`src/hdl/itoa_pkg.sv`:
```
// shared types, constants and helpers for the integer to ascii converter
package itoa_pkg;

    localparam int VALUE_WIDTH = 32;
    localparam int RADIX_W     = 6;
    localparam int CHAR_W      = 8;
    localparam int DIGIT_STEP  = 8;
    localparam int QUEUE_DEPTH = 2;

    localparam logic [RADIX_W-1:0] RADIX_RESET = 6'd10;
    localparam logic [RADIX_W-1:0] RADIX_MIN   = 6'd2;
    localparam logic [RADIX_W-1:0] RADIX_MAX   = 6'd36;
    localparam logic [RADIX_W-1:0] RADIX_DEC   = 6'd10;
    localparam logic [RADIX_W-1:0] DIGIT_MAX   = 6'd9;

    localparam logic [CHAR_W-1:0] CH_ZERO  = 8'h30;
    localparam logic [CHAR_W-1:0] CH_A     = 8'h61;
    localparam logic [CHAR_W-1:0] CH_MINUS = 8'h2D;

    typedef enum logic [2:0] {
        BK_IDLE,
        BK_DIV,
        BK_SIGN,
        BK_READ,
        BK_EMIT
    } back_state_t;

    typedef struct packed {
        logic               valid;
        logic               neg;
        logic [RADIX_W-1:0] base;
    } job_ctrl_t;

    function automatic logic [CHAR_W-1:0] digit_char(input logic [RADIX_W-1:0] d);
        logic [CHAR_W-1:0] c;
        if (d > DIGIT_MAX)
        begin
            c = CHAR_W'(d) + CH_A - CHAR_W'(RADIX_DEC);
        end
        else
        begin
            c = CHAR_W'(d) + CH_ZERO;
        end
        return c;
    endfunction

endpackage

```
`src/hdl/integer_to_ascii_radix.sv`:
```
// top level of the integer to ascii converter, bases two to thirty-six
//
// usage: present number and pulse start; the word is taken at a clock edge
// with start high and busy low. busy is high while the two-entry job queue
// is full. each character leaves on ascii_char for exactly one cycle with
// char_strobe high; is_last marks the final character of a number. base-ten
// negatives get a leading '-', other bases treat the value as unsigned.
// radix is written through cfg_we/cfg_wdata while idle; values below two
// or above thirty-six saturate. reset sets radix to ten and empties the
// queue and the converter.
// timing: a word passes through the job queue, then the shared divider
// produces its digits one after another, then a setup state (sign or
// read) comes before one character per cycle. the divider loop sets
// the rate; the receiver cannot stall the output.
module integer_to_ascii_radix #(
    parameter int VALUE_WIDTH = itoa_pkg::VALUE_WIDTH
) (
    input  logic                          clk,
    input  logic                          rst_n,
    input  logic                          start,
    output logic                          busy,
    input  logic signed [VALUE_WIDTH-1:0] number,
    input  logic                          cfg_we,
    input  logic [itoa_pkg::RADIX_W-1:0]  cfg_wdata,
    output logic                          char_strobe,
    output logic [itoa_pkg::CHAR_W-1:0]   ascii_char,
    output logic                          is_last
);

    itoa_pkg::job_ctrl_t    job;
    logic [VALUE_WIDTH-1:0] job_value;
    logic                   job_pop;

    itoa_front #(
        .VALUE_WIDTH (VALUE_WIDTH)
    ) u_front (
        .clk       (clk),
        .rst_n     (rst_n),
        .start     (start),
        .busy      (busy),
        .number    (number),
        .cfg_we    (cfg_we),
        .cfg_wdata (cfg_wdata),
        .job       (job),
        .job_value (job_value),
        .job_pop   (job_pop)
    );

    itoa_back #(
        .VALUE_WIDTH (VALUE_WIDTH)
    ) u_back (
        .clk         (clk),
        .rst_n       (rst_n),
        .job         (job),
        .job_value   (job_value),
        .job_pop     (job_pop),
        .char_strobe (char_strobe),
        .ascii_char  (ascii_char),
        .is_last     (is_last)
    );

endmodule

```
`src/hdl/itoa_ram.sv`:
```
// generic single write port ram with registered read
module itoa_ram #(
    parameter int WIDTH = 6,
    parameter int DEPTH = 32
) (
    input  logic                     clk,
    input  logic                     we,
    input  logic [$clog2(DEPTH)-1:0] waddr,
    input  logic [WIDTH-1:0]         wdata,
    input  logic [$clog2(DEPTH)-1:0] raddr,
    output logic [WIDTH-1:0]         rdata
);

    logic [WIDTH-1:0] mem [DEPTH];
    logic [WIDTH-1:0] rdata_reg;

    always_ff @(posedge clk)
    begin
        if (we)
        begin
            mem[waddr] <= wdata;
        end
        rdata_reg <= mem[raddr];
    end

    assign rdata = rdata_reg;

endmodule

```
`src/hdl/itoa_front.sv`:
```
// front end: radix register, word classification and job queue
module itoa_front #(
    parameter int VALUE_WIDTH = itoa_pkg::VALUE_WIDTH
) (
    input  logic                          clk,
    input  logic                          rst_n,
    input  logic                          start,
    output logic                          busy,
    input  logic signed [VALUE_WIDTH-1:0] number,
    input  logic                          cfg_we,
    input  logic [itoa_pkg::RADIX_W-1:0]  cfg_wdata,
    output itoa_pkg::job_ctrl_t           job,
    output logic [VALUE_WIDTH-1:0]        job_value,
    input  logic                          job_pop
);

    localparam int PTR_W = (itoa_pkg::QUEUE_DEPTH > 1) ? $clog2(itoa_pkg::QUEUE_DEPTH) : 1;
    localparam int CNT_W = $clog2(itoa_pkg::QUEUE_DEPTH + 1);

    logic [itoa_pkg::RADIX_W-1:0] radix_reg;
    logic [PTR_W-1:0]             wr_ptr_reg, wr_ptr_next;
    logic [PTR_W-1:0]             rd_ptr_reg, rd_ptr_next;
    logic [CNT_W-1:0]             count_reg, count_next;

    logic [VALUE_WIDTH-1:0]       value_mem [itoa_pkg::QUEUE_DEPTH];
    logic                         neg_mem   [itoa_pkg::QUEUE_DEPTH];
    logic [itoa_pkg::RADIX_W-1:0] base_mem  [itoa_pkg::QUEUE_DEPTH];

    logic                         push;
    logic [itoa_pkg::RADIX_W-1:0] base_sat;
    logic                         neg_in;
    logic [VALUE_WIDTH-1:0]       value_in;

    // saturate radix and fold base-ten negatives to sign plus magnitude
    always_comb
    begin
        if (radix_reg < itoa_pkg::RADIX_MIN)
        begin
            base_sat = itoa_pkg::RADIX_MIN;
        end
        else if (radix_reg > itoa_pkg::RADIX_MAX)
        begin
            base_sat = itoa_pkg::RADIX_MAX;
        end
        else
        begin
            base_sat = radix_reg;
        end
        neg_in   = (base_sat == itoa_pkg::RADIX_DEC) && number[VALUE_WIDTH-1];
        value_in = neg_in ? ('0 - VALUE_WIDTH'(number)) : VALUE_WIDTH'(number);
    end

    assign busy = (count_reg == CNT_W'(itoa_pkg::QUEUE_DEPTH));
    assign push = start && !busy;

    always_comb
    begin
        wr_ptr_next = push ? wr_ptr_reg + PTR_W'(1) : wr_ptr_reg;
        rd_ptr_next = job_pop ? rd_ptr_reg + PTR_W'(1) : rd_ptr_reg;
        count_next  = count_reg + CNT_W'(push) - CNT_W'(job_pop);
    end

    always_ff @(posedge clk or negedge rst_n)
    begin
        if (!rst_n)
        begin
            radix_reg  <= itoa_pkg::RADIX_RESET;
            wr_ptr_reg <= '0;
            rd_ptr_reg <= '0;
            count_reg  <= '0;
        end
        else
        begin
            if (cfg_we)
            begin
                radix_reg <= cfg_wdata;
            end
            wr_ptr_reg <= wr_ptr_next;
            rd_ptr_reg <= rd_ptr_next;
            count_reg  <= count_next;
        end
    end

    always_ff @(posedge clk)
    begin
        if (push)
        begin
            value_mem[wr_ptr_reg] <= value_in;
            neg_mem[wr_ptr_reg]   <= neg_in;
            base_mem[wr_ptr_reg]  <= base_sat;
        end
    end

    always_comb
    begin
        job.valid = (count_reg != '0);
        job.neg   = neg_mem[rd_ptr_reg];
        job.base  = base_mem[rd_ptr_reg];
        job_value = value_mem[rd_ptr_reg];
    end

    a_queue_bound: assert property (@(posedge clk) disable iff (!rst_n)
        count_reg <= CNT_W'(itoa_pkg::QUEUE_DEPTH))
        else $error("job queue overfilled");

endmodule

```
`src/hdl/itoa_back.sv`:
```
// back end: shared digit divider, digit store and character emitter
module itoa_back #(
    parameter int VALUE_WIDTH = itoa_pkg::VALUE_WIDTH
) (
    input  logic                         clk,
    input  logic                         rst_n,
    input  itoa_pkg::job_ctrl_t          job,
    input  logic [VALUE_WIDTH-1:0]       job_value,
    output logic                         job_pop,
    output logic                         char_strobe,
    output logic [itoa_pkg::CHAR_W-1:0]  ascii_char,
    output logic                         is_last
);

    localparam int STEP  = itoa_pkg::DIGIT_STEP;
    localparam int NSTEP = (VALUE_WIDTH + STEP - 1) / STEP;
    localparam int PW    = NSTEP * STEP;
    localparam int SCW   = (NSTEP > 1) ? $clog2(NSTEP) : 1;
    localparam int CW    = $clog2(VALUE_WIDTH + 1);
    localparam int AW    = $clog2(VALUE_WIDTH);
    localparam int RW    = itoa_pkg::RADIX_W;

    itoa_pkg::back_state_t state_reg, state_next;

    logic [PW-1:0]                div_reg, div_next;
    logic [RW-1:0]                rem_reg, rem_next;
    logic [SCW-1:0]               step_reg, step_next;
    logic [CW-1:0]                cnt_reg, cnt_next;
    logic                         neg_reg, neg_next;
    logic [RW-1:0]                base_reg, base_next;
    logic                         strobe_reg, strobe_next;
    logic [itoa_pkg::CHAR_W-1:0]  char_reg, char_next;
    logic                         last_reg, last_next;

    logic [PW-1:0]                div_step;
    logic [RW-1:0]                rem_step;
    logic                         step_last;

    logic                         ram_we;
    logic [AW-1:0]                ram_waddr;
    logic [AW-1:0]                ram_raddr;
    logic [RW-1:0]                ram_rdata;
    logic [CW-1:0]                rd_ptr;

    // restoring division, STEP quotient bits per cycle
    always_comb
    begin
        logic [RW:0]   r;
        logic [PW-1:0] d;
        r = {1'b0, rem_reg};
        d = div_reg;
        for (int i = 0; i < STEP; i++)
        begin
            r = {r[RW-1:0], d[PW-1]};
            d = {d[PW-2:0], 1'b0};
            if (r >= {1'b0, base_reg})
            begin
                r    = r - {1'b0, base_reg};
                d[0] = 1'b1;
            end
        end
        div_step = d;
        rem_step = r[RW-1:0];
    end

    assign step_last = (step_reg == SCW'(NSTEP - 1));

    always_comb
    begin
        state_next = state_reg;
        case (state_reg)
            itoa_pkg::BK_IDLE:
            begin
                if (job.valid)
                begin
                    state_next = itoa_pkg::BK_DIV;
                end
            end
            itoa_pkg::BK_DIV:
            begin
                if (step_last && (div_step == '0))
                begin
                    state_next = neg_reg ? itoa_pkg::BK_SIGN : itoa_pkg::BK_READ;
                end
            end
            itoa_pkg::BK_SIGN:
            begin
                state_next = itoa_pkg::BK_EMIT;
            end
            itoa_pkg::BK_READ:
            begin
                state_next = itoa_pkg::BK_EMIT;
            end
            itoa_pkg::BK_EMIT:
            begin
                if (cnt_reg == CW'(1))
                begin
                    state_next = itoa_pkg::BK_IDLE;
                end
            end
            default:
            begin
                state_next = itoa_pkg::BK_IDLE;
            end
        endcase
    end

    always_comb
    begin
        div_next    = div_reg;
        rem_next    = rem_reg;
        step_next   = step_reg;
        cnt_next    = cnt_reg;
        neg_next    = neg_reg;
        base_next   = base_reg;
        strobe_next = 1'b0;
        char_next   = char_reg;
        last_next   = 1'b0;
        job_pop     = 1'b0;
        ram_we      = 1'b0;
        ram_waddr   = cnt_reg[AW-1:0];
        rd_ptr      = cnt_reg - CW'(2);
        case (state_reg)
            itoa_pkg::BK_IDLE:
            begin
                if (job.valid)
                begin
                    job_pop   = 1'b1;
                    div_next  = PW'(job_value);
                    rem_next  = '0;
                    step_next = '0;
                    cnt_next  = '0;
                    neg_next  = job.neg;
                    base_next = job.base;
                end
            end
            itoa_pkg::BK_DIV:
            begin
                div_next  = div_step;
                rem_next  = rem_step;
                step_next = step_reg + SCW'(1);
                if (step_last)
                begin
                    ram_we    = 1'b1;
                    cnt_next  = cnt_reg + CW'(1);
                    rem_next  = '0;
                    step_next = '0;
                end
            end
            itoa_pkg::BK_SIGN:
            begin
                rd_ptr      = cnt_reg - CW'(1);
                strobe_next = 1'b1;
                char_next   = itoa_pkg::CH_MINUS;
            end
            itoa_pkg::BK_READ:
            begin
                rd_ptr = cnt_reg - CW'(1);
            end
            itoa_pkg::BK_EMIT:
            begin
                strobe_next = 1'b1;
                char_next   = itoa_pkg::digit_char(ram_rdata);
                last_next   = (cnt_reg == CW'(1));
                cnt_next    = cnt_reg - CW'(1);
            end
            default:
            begin
            end
        endcase
        ram_raddr = rd_ptr[AW-1:0];
    end

    always_ff @(posedge clk or negedge rst_n)
    begin
        if (!rst_n)
        begin
            state_reg  <= itoa_pkg::BK_IDLE;
            step_reg   <= '0;
            cnt_reg    <= '0;
            neg_reg    <= 1'b0;
            strobe_reg <= 1'b0;
            last_reg   <= 1'b0;
        end
        else
        begin
            state_reg  <= state_next;
            step_reg   <= step_next;
            cnt_reg    <= cnt_next;
            neg_reg    <= neg_next;
            strobe_reg <= strobe_next;
            last_reg   <= last_next;
        end
    end

    always_ff @(posedge clk)
    begin
        div_reg  <= div_next;
        rem_reg  <= rem_next;
        base_reg <= base_next;
        char_reg <= char_next;
    end

    itoa_ram #(
        .WIDTH (RW),
        .DEPTH (VALUE_WIDTH)
    ) u_digit_ram (
        .clk   (clk),
        .we    (ram_we),
        .waddr (ram_waddr),
        .wdata (rem_step),
        .raddr (ram_raddr),
        .rdata (ram_rdata)
    );

    assign char_strobe = strobe_reg;
    assign ascii_char  = char_reg;
    assign is_last     = last_reg;

    a_gap_after_last: assert property (@(posedge clk) disable iff (!rst_n)
        char_strobe && is_last |=> !char_strobe)
        else $error("word emitted right after final character");

    a_emit_nonempty: assert property (@(posedge clk) disable iff (!rst_n)
        state_reg == itoa_pkg::BK_EMIT |-> cnt_reg != '0)
        else $error("emit with empty digit store");

    a_store_bound: assert property (@(posedge clk) disable iff (!rst_n)
        ram_we |-> cnt_reg < CW'(VALUE_WIDTH))
        else $error("digit store overflow");

    a_sign_decimal: assert property (@(posedge clk) disable iff (!rst_n)
        state_reg == itoa_pkg::BK_SIGN |-> neg_reg && base_reg == itoa_pkg::RADIX_DEC)
        else $error("minus sign outside base ten");

endmodule
```
`config.mk`:
```
export PLATFORM = sky130hd
export DESIGN_NAME = integer_to_ascii_radix
export DESIGN_NICKNAME = d
export VERILOG_FILES = /design/src/hdl/itoa_pkg.sv /design/src/hdl/integer_to_ascii_radix.sv /design/src/hdl/itoa_ram.sv /design/src/hdl/itoa_front.sv /design/src/hdl/itoa_back.sv
export SDC_FILE = /design/constraint.sdc
export NUM_CORES = 1
export LEC_CHECK = 0
export BUFFER_PORTS_ARGS = -buffer_cell sky130_fd_sc_hd__buf_2
export CORE_MARGIN = 1
export CORE_UTILIZATION = 49
export DETAILED_ROUTE_END_ITERATION = 10
export PLACE_DENSITY = 0.65
export SLEW_MARGIN = 10
export SYNTH_ARGS = -nofsm -noshare
export SYNTH_HDL_FRONTEND = slang
export SYNTH_SLANG_ARGS = --single-unit
```
`constraint.sdc`:
```
create_clock -name clk -period 48.4 [get_ports clk]
set_input_delay 9.68 -clock clk [delete_from_list [all_inputs] [get_ports clk]]
set_output_delay 9.68 -clock clk [all_outputs]
set_load 0.1 [all_outputs]
```
## Word level (Yosys, flattened, before mapping)

Memories as Yosys holds them, arrays and structs flattened. A register that Yosys moved wholly into a read port is not among the register bits.
Cells that the tools add are included.

| operators by class | value |
|---|---|
| muxes and demuxes | 47 |
| add/sub/neg operators | 20 |
| reductions and logical operators | 17 |
| equal/unequal tests | 12 |
| $lt $le $gt $ge | 11 |

Operator list:

| cell | number |
|---|---|
| $mux W6 | 13 |
| $mux W32 | 2 |
| $pmux W32 S2 | 1 |
| $ge A7 B6 Y1 | 8 |
| $sub A6 B6 Y6 | 8 |
| $logic_not A32 Y1 | 1 |
| $sub A1 B32 Y32 const A | 1 |
| $mux W1 | 19 |
| $pmux W6 S3 | 1 |
| $pmux W8 S2 | 1 |
| $pmux W3 S4 | 1 |
| $pmux W6 S2 | 1 |
| $mux W3 | 3 |
| $add A6 B7 Y8 const B | 1 |
| $mux W8 | 1 |
| $sub A8 B4 Y8 const B | 1 |
| $add A6 B6 Y7 const B | 1 |
| $add A6 B1 Y6 const B | 1 |
| $eq A3 B2 Y1 const B | 2 |
| $eq A6 B1 Y1 const B | 1 |
| $eq A6 B4 Y1 const B | 1 |
| $gt A6 B4 Y1 const B | 1 |
| $gt A6 B6 Y1 const B | 1 |
| $lt A6 B2 Y1 const B | 1 |
| other kinds (22) | 35 |

| word-level totals | value |
|---|---|
| bits of input ports | 42 |
| output and inout port bits | 11 |
| memory bits (writable) | 270 |
| register bits after elaboration | 69 |
| memories kept | 4 |
| word-level logic and storage cells | 123 |

Memories:

| name | words | bits a word | read ports | clocked after memory_dff | write ports | RTL line | text |
|---|---|---|---|---|---|---|---|
| u_back.u_digit_ram.mem | 32 | 6 | 1 | 1 | 1 | itoa_ram.sv:14 | `logic [WIDTH-1:0] mem [DEPTH];` |
| u_front.value_mem | 2 | 32 | 1 | 0 | 1 | itoa_front.sv:25 | `logic [VALUE_WIDTH-1:0] value_mem [itoa_pkg::QUEUE_DEPTH];` |
| u_front.base_mem | 2 | 6 | 1 | 1 | 1 | itoa_front.sv:27 | `logic [itoa_pkg::RADIX_W-1:0] base_mem [itoa_pkg::QUEUE_DEPTH];` |
| u_front.neg_mem | 2 | 1 | 1 | 1 | 1 | itoa_front.sv:26 | `logic neg_mem [itoa_pkg::QUEUE_DEPTH];` |

## Logic depth before layout (Yosys ltp)

| logic depth | value |
|---|---|
| word-level depth | 20 |
| gate-level depth with buffers | 81 |
| depth with buffers taken out | 78 |

## Cells and area by module

From an unflattened synthesis, not the netlist that was laid out.

| second synthesis, totals | value |
|---|---|
| cell total of the unflattened synthesis | 1269 |
| area, all modules | 17743.3 µm² |

By module, submodules not included:

| module | area each (µm²) | times used | sequential area each (µm²) | cells each |
|---|---|---|---|---|
| itoa_ram | 7589.8 | 1 | 5885.6 | 323 |
| itoa_back | 6125.9 | 1 | 1911.8 | 685 |
| itoa_front | 4027.6 | 1 | 2595.0 | 261 |

## Worst setup path after synthesis

Ideal clock, no wire load.

| path | value |
|---|---|
| path type | register to register |
| from | reg u_back.base_reg[1] (read register of u_front.base_mem) |
| to | reg u_back.rem_reg[0] (data pin) |
| data arrival time | 16.948 ns |
| library setup time | 0.152 ns |
| stages on the path, launching flop included | 77 |
| setup slack | 31.300 ns |
| required time | 48.248 ns |
| period minus slack after synthesis | 17.100 ns |
| buffers on the path | 3 |
| path through | edfxtp_1 -> inv_1 -> ha_1 -> a21o_1 -> a31oi_1 -> o21a_1 -> buf_2 -> mux2_2 -> ha_1 -> and4_1 -> or3_1 -> o221ai_1 -> o2111ai_2 -> clkbuf_1 -> o21ai_0 -> inv_1 -> ha_1 -> nor2b_1 -> [... 41 more ...] -> o21a_1 -> o21ai_0 -> nand2_1 -> inv_1 -> o211ai_2 -> nor3_2 -> o21ai_0 -> o21a_1 -> ha_1 -> a21o_1 -> a21o_1 -> a21o_1 -> a21o_1 -> a211oi_1 -> nand2_1 -> o22ai_4 -> mux2i_1 -> nor3b_2 |

| between the ends | value |
|---|---|
| word-level cells in the longest chain between the ends | 18 |
| elaborated cells between the ends (all ways) | 25 |
| classes of those cells | 7 x add/sub; 8 x order compare; 10 x mux |

Ends and longest elaborated chain:

| what | RTL line | text |
|---|---|---|
| start: declaration | itoa_back.sv:30 | `logic [RW-1:0] base_reg, base_next;` |
| $sub A6 B6 Y6 / $ge A7 B6 Y1 (equally long branches) | itoa_back.sv:58, itoa_back.sv:56 |  |
| $mux W6 | itoa_back.sv:56 | `if (r >= {1'b0, base_reg})` |
| $sub A6 B6 Y6 / $ge A7 B6 Y1 (equally long branches) | itoa_back.sv:58, itoa_back.sv:56 |  |
| $mux W6 | itoa_back.sv:56 |  |
| $sub A6 B6 Y6 / $ge A7 B6 Y1 (equally long branches) | itoa_back.sv:58, itoa_back.sv:56 |  |
| $mux W6 | itoa_back.sv:56 |  |
| $sub A6 B6 Y6 / $ge A7 B6 Y1 (equally long branches) | itoa_back.sv:58, itoa_back.sv:56 |  |
| $mux W6 | itoa_back.sv:56 |  |
| [... 3 more ...] | -- |  |
| $mux W6 | itoa_back.sv:56 |  |
| $sub A6 B6 Y6 / $ge A7 B6 Y1 (equally long branches) | itoa_back.sv:58, itoa_back.sv:56 |  |
| $mux W6 | itoa_back.sv:56 |  |
| $ge A7 B6 Y1 * | itoa_back.sv:56 |  |
| $mux W6 * | itoa_back.sv:56 |  |
| via u_back.rem_step[0] | itoa_back.sv:36 | `logic [RW-1:0] rem_step;` |
| $mux W6 * | itoa_back.sv:142 | `if (step_last)` |
| $pmux W6 S2 * | itoa_back.sv:123 | `case (state_reg)` |
| end signal: assignment | itoa_back.sv:199 | `rem_reg <= rem_next;` |
| end: declaration | itoa_back.sv:26 | `logic [RW-1:0] rem_reg, rem_next;` |

The timed path passes the listed nets; every way through them passes the cells marked *.
A chain may end at the register's enable or synchronous reset.

## Worst setup path after layout

| path | value |
|---|---|
| from | reg u_back.base_reg[1] (read register of u_front.base_mem) |
| to | mem u_back.u_digit_ram.mem[29][1] (data pin) |

| between the ends | value |
|---|---|
| word-level cells in the longest chain between the ends | 16 |
| elaborated cells between the ends (all ways) | 24 |
| classes of those cells | 8 x add/sub; 8 x order compare; 8 x mux |

Ends and longest elaborated chain:

| what | RTL line |
|---|---|
| $sub A6 B6 Y6 / $ge A7 B6 Y1 (equally long branches) | itoa_back.sv:58, itoa_back.sv:56 |
| $mux W6 | itoa_back.sv:56 |
| $sub A6 B6 Y6 / $ge A7 B6 Y1 (equally long branches) | itoa_back.sv:58, itoa_back.sv:56 |
| $mux W6 | itoa_back.sv:56 |
| $sub A6 B6 Y6 / $ge A7 B6 Y1 (equally long branches) | itoa_back.sv:58, itoa_back.sv:56 |
| $mux W6 | itoa_back.sv:56 |
| $sub A6 B6 Y6 / $ge A7 B6 Y1 (equally long branches) | itoa_back.sv:58, itoa_back.sv:56 |
| $mux W6 | itoa_back.sv:56 |
| $sub A6 B6 Y6 / $ge A7 B6 Y1 (equally long branches) | itoa_back.sv:58, itoa_back.sv:56 |
| $mux W6 | itoa_back.sv:56 |
| $ge A7 B6 Y1 / $sub A6 B6 Y6 (equally long branches) | itoa_back.sv:56, itoa_back.sv:58 |
| $mux W6 | itoa_back.sv:56 |
| $ge A7 B6 Y1 / $sub A6 B6 Y6 (equally long branches) | itoa_back.sv:56, itoa_back.sv:58 |
| $mux W6 | itoa_back.sv:56 |
| $sub A6 B6 Y6 / $ge A7 B6 Y1 (equally long branches) | itoa_back.sv:58, itoa_back.sv:56 |
| $mux W6 * | itoa_back.sv:56 |
| via u_back.rem_step[1] | itoa_back.sv:36 |
| end: declaration | itoa_ram.sv:14 |

Marks and branches as above.

==> impl_results.md <==
- Status: finished clean
- TritonCTS Buffers: 38
- Top routing layer in use: met4
- Max Cap Viol: 0
- Post-Route WL: 38400 um
- First-pass GRT wire length: 59400 um
- 1st-iter DRT viols: 825
- Ys flop type: sky130_fd_sc_hd__edfxtp_1
- Sequential cell area fraction in the yosys report: 58.8%
- Clock Skews: 0.0238 ns
- Flip-flop count of the largest register, all copies and words added: 192
- Final Hold Vio Count: 0
- Die area: 0.0368 mm2
- Min-delay worst type: register to register
- Row count: 69
- Average footprint of a synthesized cell: 13.8 um2
- Master cell of the clock root buffer: sky130_fd_sc_hd__clkbuf_16
- Hold-fix buffers, CTS: 0
- Deepest level of the CTS H-tree: 2
- Router iterations before antenna repair: 5
- Register bit count reported by yosys: 352
- Worst-path clk slew: 0.06 ns
- Number of distinct standard cells referenced by the synthesized netlist: 85
- Met3 WL: 1700 um
- Proportion of layout cells with a drive suffix above 1: 17.9%
- Area Overhead vs Synth: 11.3%
- Initial antenna violation count: 1
- Clk buf depth: 3
- Starting utilization of the core area: 49.7%
- Mapped Cells: 1282
- Chip height: 192 um
- Combined area of all synthesized cells: 0.0177 mm2
- Overall via count from detail_route: 10700
- Post-cts repair resize count: 0
- Global route overflow: 0
- Number of endpoints failing setup at the final stage: 0
- Routed length on met1: 18300 um
- GRT Total Usage: 21.3%
- Number of clock sinks: 352
- Number of inserted diodes: 0
- Average wire per standard cell: 21.0 um
- Hpwl dp: 26000 um
- Core occupancy in the finished layout: 55.3%
- Classification of the worst setup path: register to register
- Arrival time reported for the critical path endpoint: 20.25 ns
- Delay of the slowest critical-path stage: 0.81 ns
- Crit path capture type: register
- Final period utilization: 41.5%
- Transition time at the pin with the least slew margin: 1.09 ns
- Maximum number of pins on one net before global-route repair: 76
- Count of buffers added by post-CTS timing repair for setup: 0
- Final net count: 1455
- Slew Limit Fails: 0
- Met2 Routed Length: 17500 um
- Proportion of register bits with asynchronous set or reset after synthesis: 6.82%
- Count of flip-flops with a built-in enable after synthesis: 322
- CP startpoint kind: register
- Input/output buffers: 52
- Library cell contributing the largest single delay on the critical path: sky130_fd_sc_hd__nand2_1
- Maximum achievable frequency: 0.0498 GHz
- Core region area: 0.0356 mm2
- Slew headroom: 27.5%
- Worst endpoint required time: 48.57 ns
- Final weighted congestion of routability-driven global placement: 0.870
- Routed via count divided by cell count: 5.87
- Net count after synthesis: 1398
- Vias in the first global route: 10500
- I/O Pins: 53
- Remaining antenna violation count after routing: 0
- Skew-Pair Late Insertion Delay: 0.52 ns
- Final critical-path required period: 20.08 ns
- Setup tns final: 0 ns
- Maximum fanout count along the critical path: 32
- Yosys warns: 0
- Die width: 192 um
- Unrepaired setup endpoints after global routing: false
- Clock tree from TritonCTS: yes
- Remaining routing DRC violations: 0
- Crit path top cell by count: sky130_fd_sc_hd__ha_1
[Yosys cell counts (7+ instances only)]
cell / instances / area share, %
sky130_fd_sc_hd__nand3_1: 12 / 0.34
sky130_fd_sc_hd__nand2_1: 89 / 1.9
sky130_fd_sc_hd__nor3_1: 14 / 0.40
sky130_fd_sc_hd__mux2i_1: 44 / 2.5
sky130_fd_sc_hd__ha_1: 66 / 4.7
sky130_fd_sc_hd__o21ai_0: 74 / 2.1
sky130_fd_sc_hd__a21o_1: 20 / 0.85
sky130_fd_sc_hd__dfrtp_1: 22 / 3.1
sky130_fd_sc_hd__nor4_1: 16 / 0.57
sky130_fd_sc_hd__o31ai_1: 10 / 0.42
sky130_fd_sc_hd__o211ai_1: 8 / 0.34
sky130_fd_sc_hd__nor2b_1: 16 / 0.57
sky130_fd_sc_hd__a211oi_1: 7 / 0.30
sky130_fd_sc_hd__nand4_1: 7 / 0.25
sky130_fd_sc_hd__and2_1: 9 / 0.32
sky130_fd_sc_hd__fa_1: 8 / 0.91
sky130_fd_sc_hd__buf_1: 7 / 0.15
sky130_fd_sc_hd__a31oi_1: 9 / 0.32
sky130_fd_sc_hd__edfxtp_1: 322 / 55
sky130_fd_sc_hd__a21oi_1: 56 / 1.6
sky130_fd_sc_hd__nor2_1: 81 / 1.7
sky130_fd_sc_hd__inv_1: 63 / 1.3
sky130_fd_sc_hd__xor2_1: 26 / 1.3
sky130_fd_sc_hd__o21a_1: 8 / 0.34
sky130_fd_sc_hd__mux4_2: 60 / 7.6
sky130_fd_sc_hd__clkbuf_1: 33 / 0.70
sky130_fd_sc_hd__mux2_2: 25 / 1.6
sky130_fd_sc_hd__xnor2_1: 35 / 1.7
sky130_fd_sc_hd__nand2b_1: 17 / 0.60
[final cells by class]
class,instances,area (um2)
Clock inverter,18,203
Clock buffer,48,1010
Timing Repair Buffer,61,328
Multi-Input combinational cell,823,6920
Fill cell,2873,15900
Tap cell,461,577
Inverter,63,236
Sequential cell,352,10400
[per-stage QoR]
stage	instances	cell area, um2	worst slack (ns)	hold slack [ns]
2_1_floorplan	1282	17700	31.30	0.442
3_3_place_gp	1760	18500	29.25	0.466
3_5_place_dp	1760	18500	28.59	0.481
4_1_cts	1826	19700	28.52	0.490
5_1_grt	1826	19700	26.76	0.509
6_report	1826	19700	28.32	0.491
[worst paths after layout]
path | slack [ns] | end | from | cells after the start
min in group asynchronous | 9.18 | u_front.radix_reg[4] | rst_n | 1
min | 0.49 | u_back.step_reg[0] | u_back.step_reg[0] | 1
max | 28.32 | u_back.u_digit_ram.mem[29][1] | u_back.base_reg[1] | 72
max in group asynchronous | 38.74 | u_front.rd_ptr_reg | rst_n | 1
max reg2reg | 28.32 | u_back.u_digit_ram.mem[29][1] | u_back.base_reg[1] | 72
min reg2reg | 0.49 | u_back.step_reg[0] | u_back.step_reg[0] | 1
[critical path: cells and delay by family, from the launching register on]
family | cells | cell delay [ns]
buffers and inverters | 6 | 0.81
AOI/OAI and AO/OA | 37 | 9.90
and+or+nand+nor | 18 | 4.75
muxes | 3 | 1.13
adders and majority gates | 8 | 2.47
DFF | 1 | 0.68
[kinds of logic after synthesis]
family          after synthesis  synth area share, %
fa+ha+maj                    75                 5.63
flops                       352                 58.8
mux                         133                 12.0
buf+inv                     107                 2.35
compound gates              244                 9.20
simple gates                310                 8.95
xor+xnor                     61                 3.02
[layout by cell type (no fill, tap or decap), drive strengths merged, types with 7 or more instances in the layout]
cell / synthesis / final
nand2b: 17 / 17
and2: 9 / 9
nor2b: 16 / 16
o211ai: 9 / 9
mux4: 60 / 60
inv: 63 / 65
clkbuf: 33 / 48
clkinv: 0 / 11
nor3: 16 / 16
nand3: 14 / 14
edfxtp: 322 / 322
nor3b: 7 / 7
o21a: 8 / 8
ha: 66 / 66
mux2: 29 / 29
o21ai: 77 / 77
a21oi: 57 / 57
nand2: 90 / 90
xnor2: 35 / 35
a21o: 20 / 20
or4: 7 / 7
a21boi: 7 / 7
nor2: 83 / 83
a211oi: 10 / 10
buf: 11 / 61
xor2: 26 / 26
dfrtp: 22 / 22
a31oi: 10 / 10
fa: 8 / 8
nand4: 7 / 7
mux2i: 44 / 44
o31ai: 10 / 10
nor4: 18 / 18
[layer usage]
metal	up-vias	track usage (%)
met4	0	5.92
met5	-	0
met3	61	2.74
met1	5361	31.8
met2	263	32.8
li1	5039	-
Power is left out: the tool's default activity adds up to more than one toggle a clock period on the data nets, which glitch-free logic cannot reach.
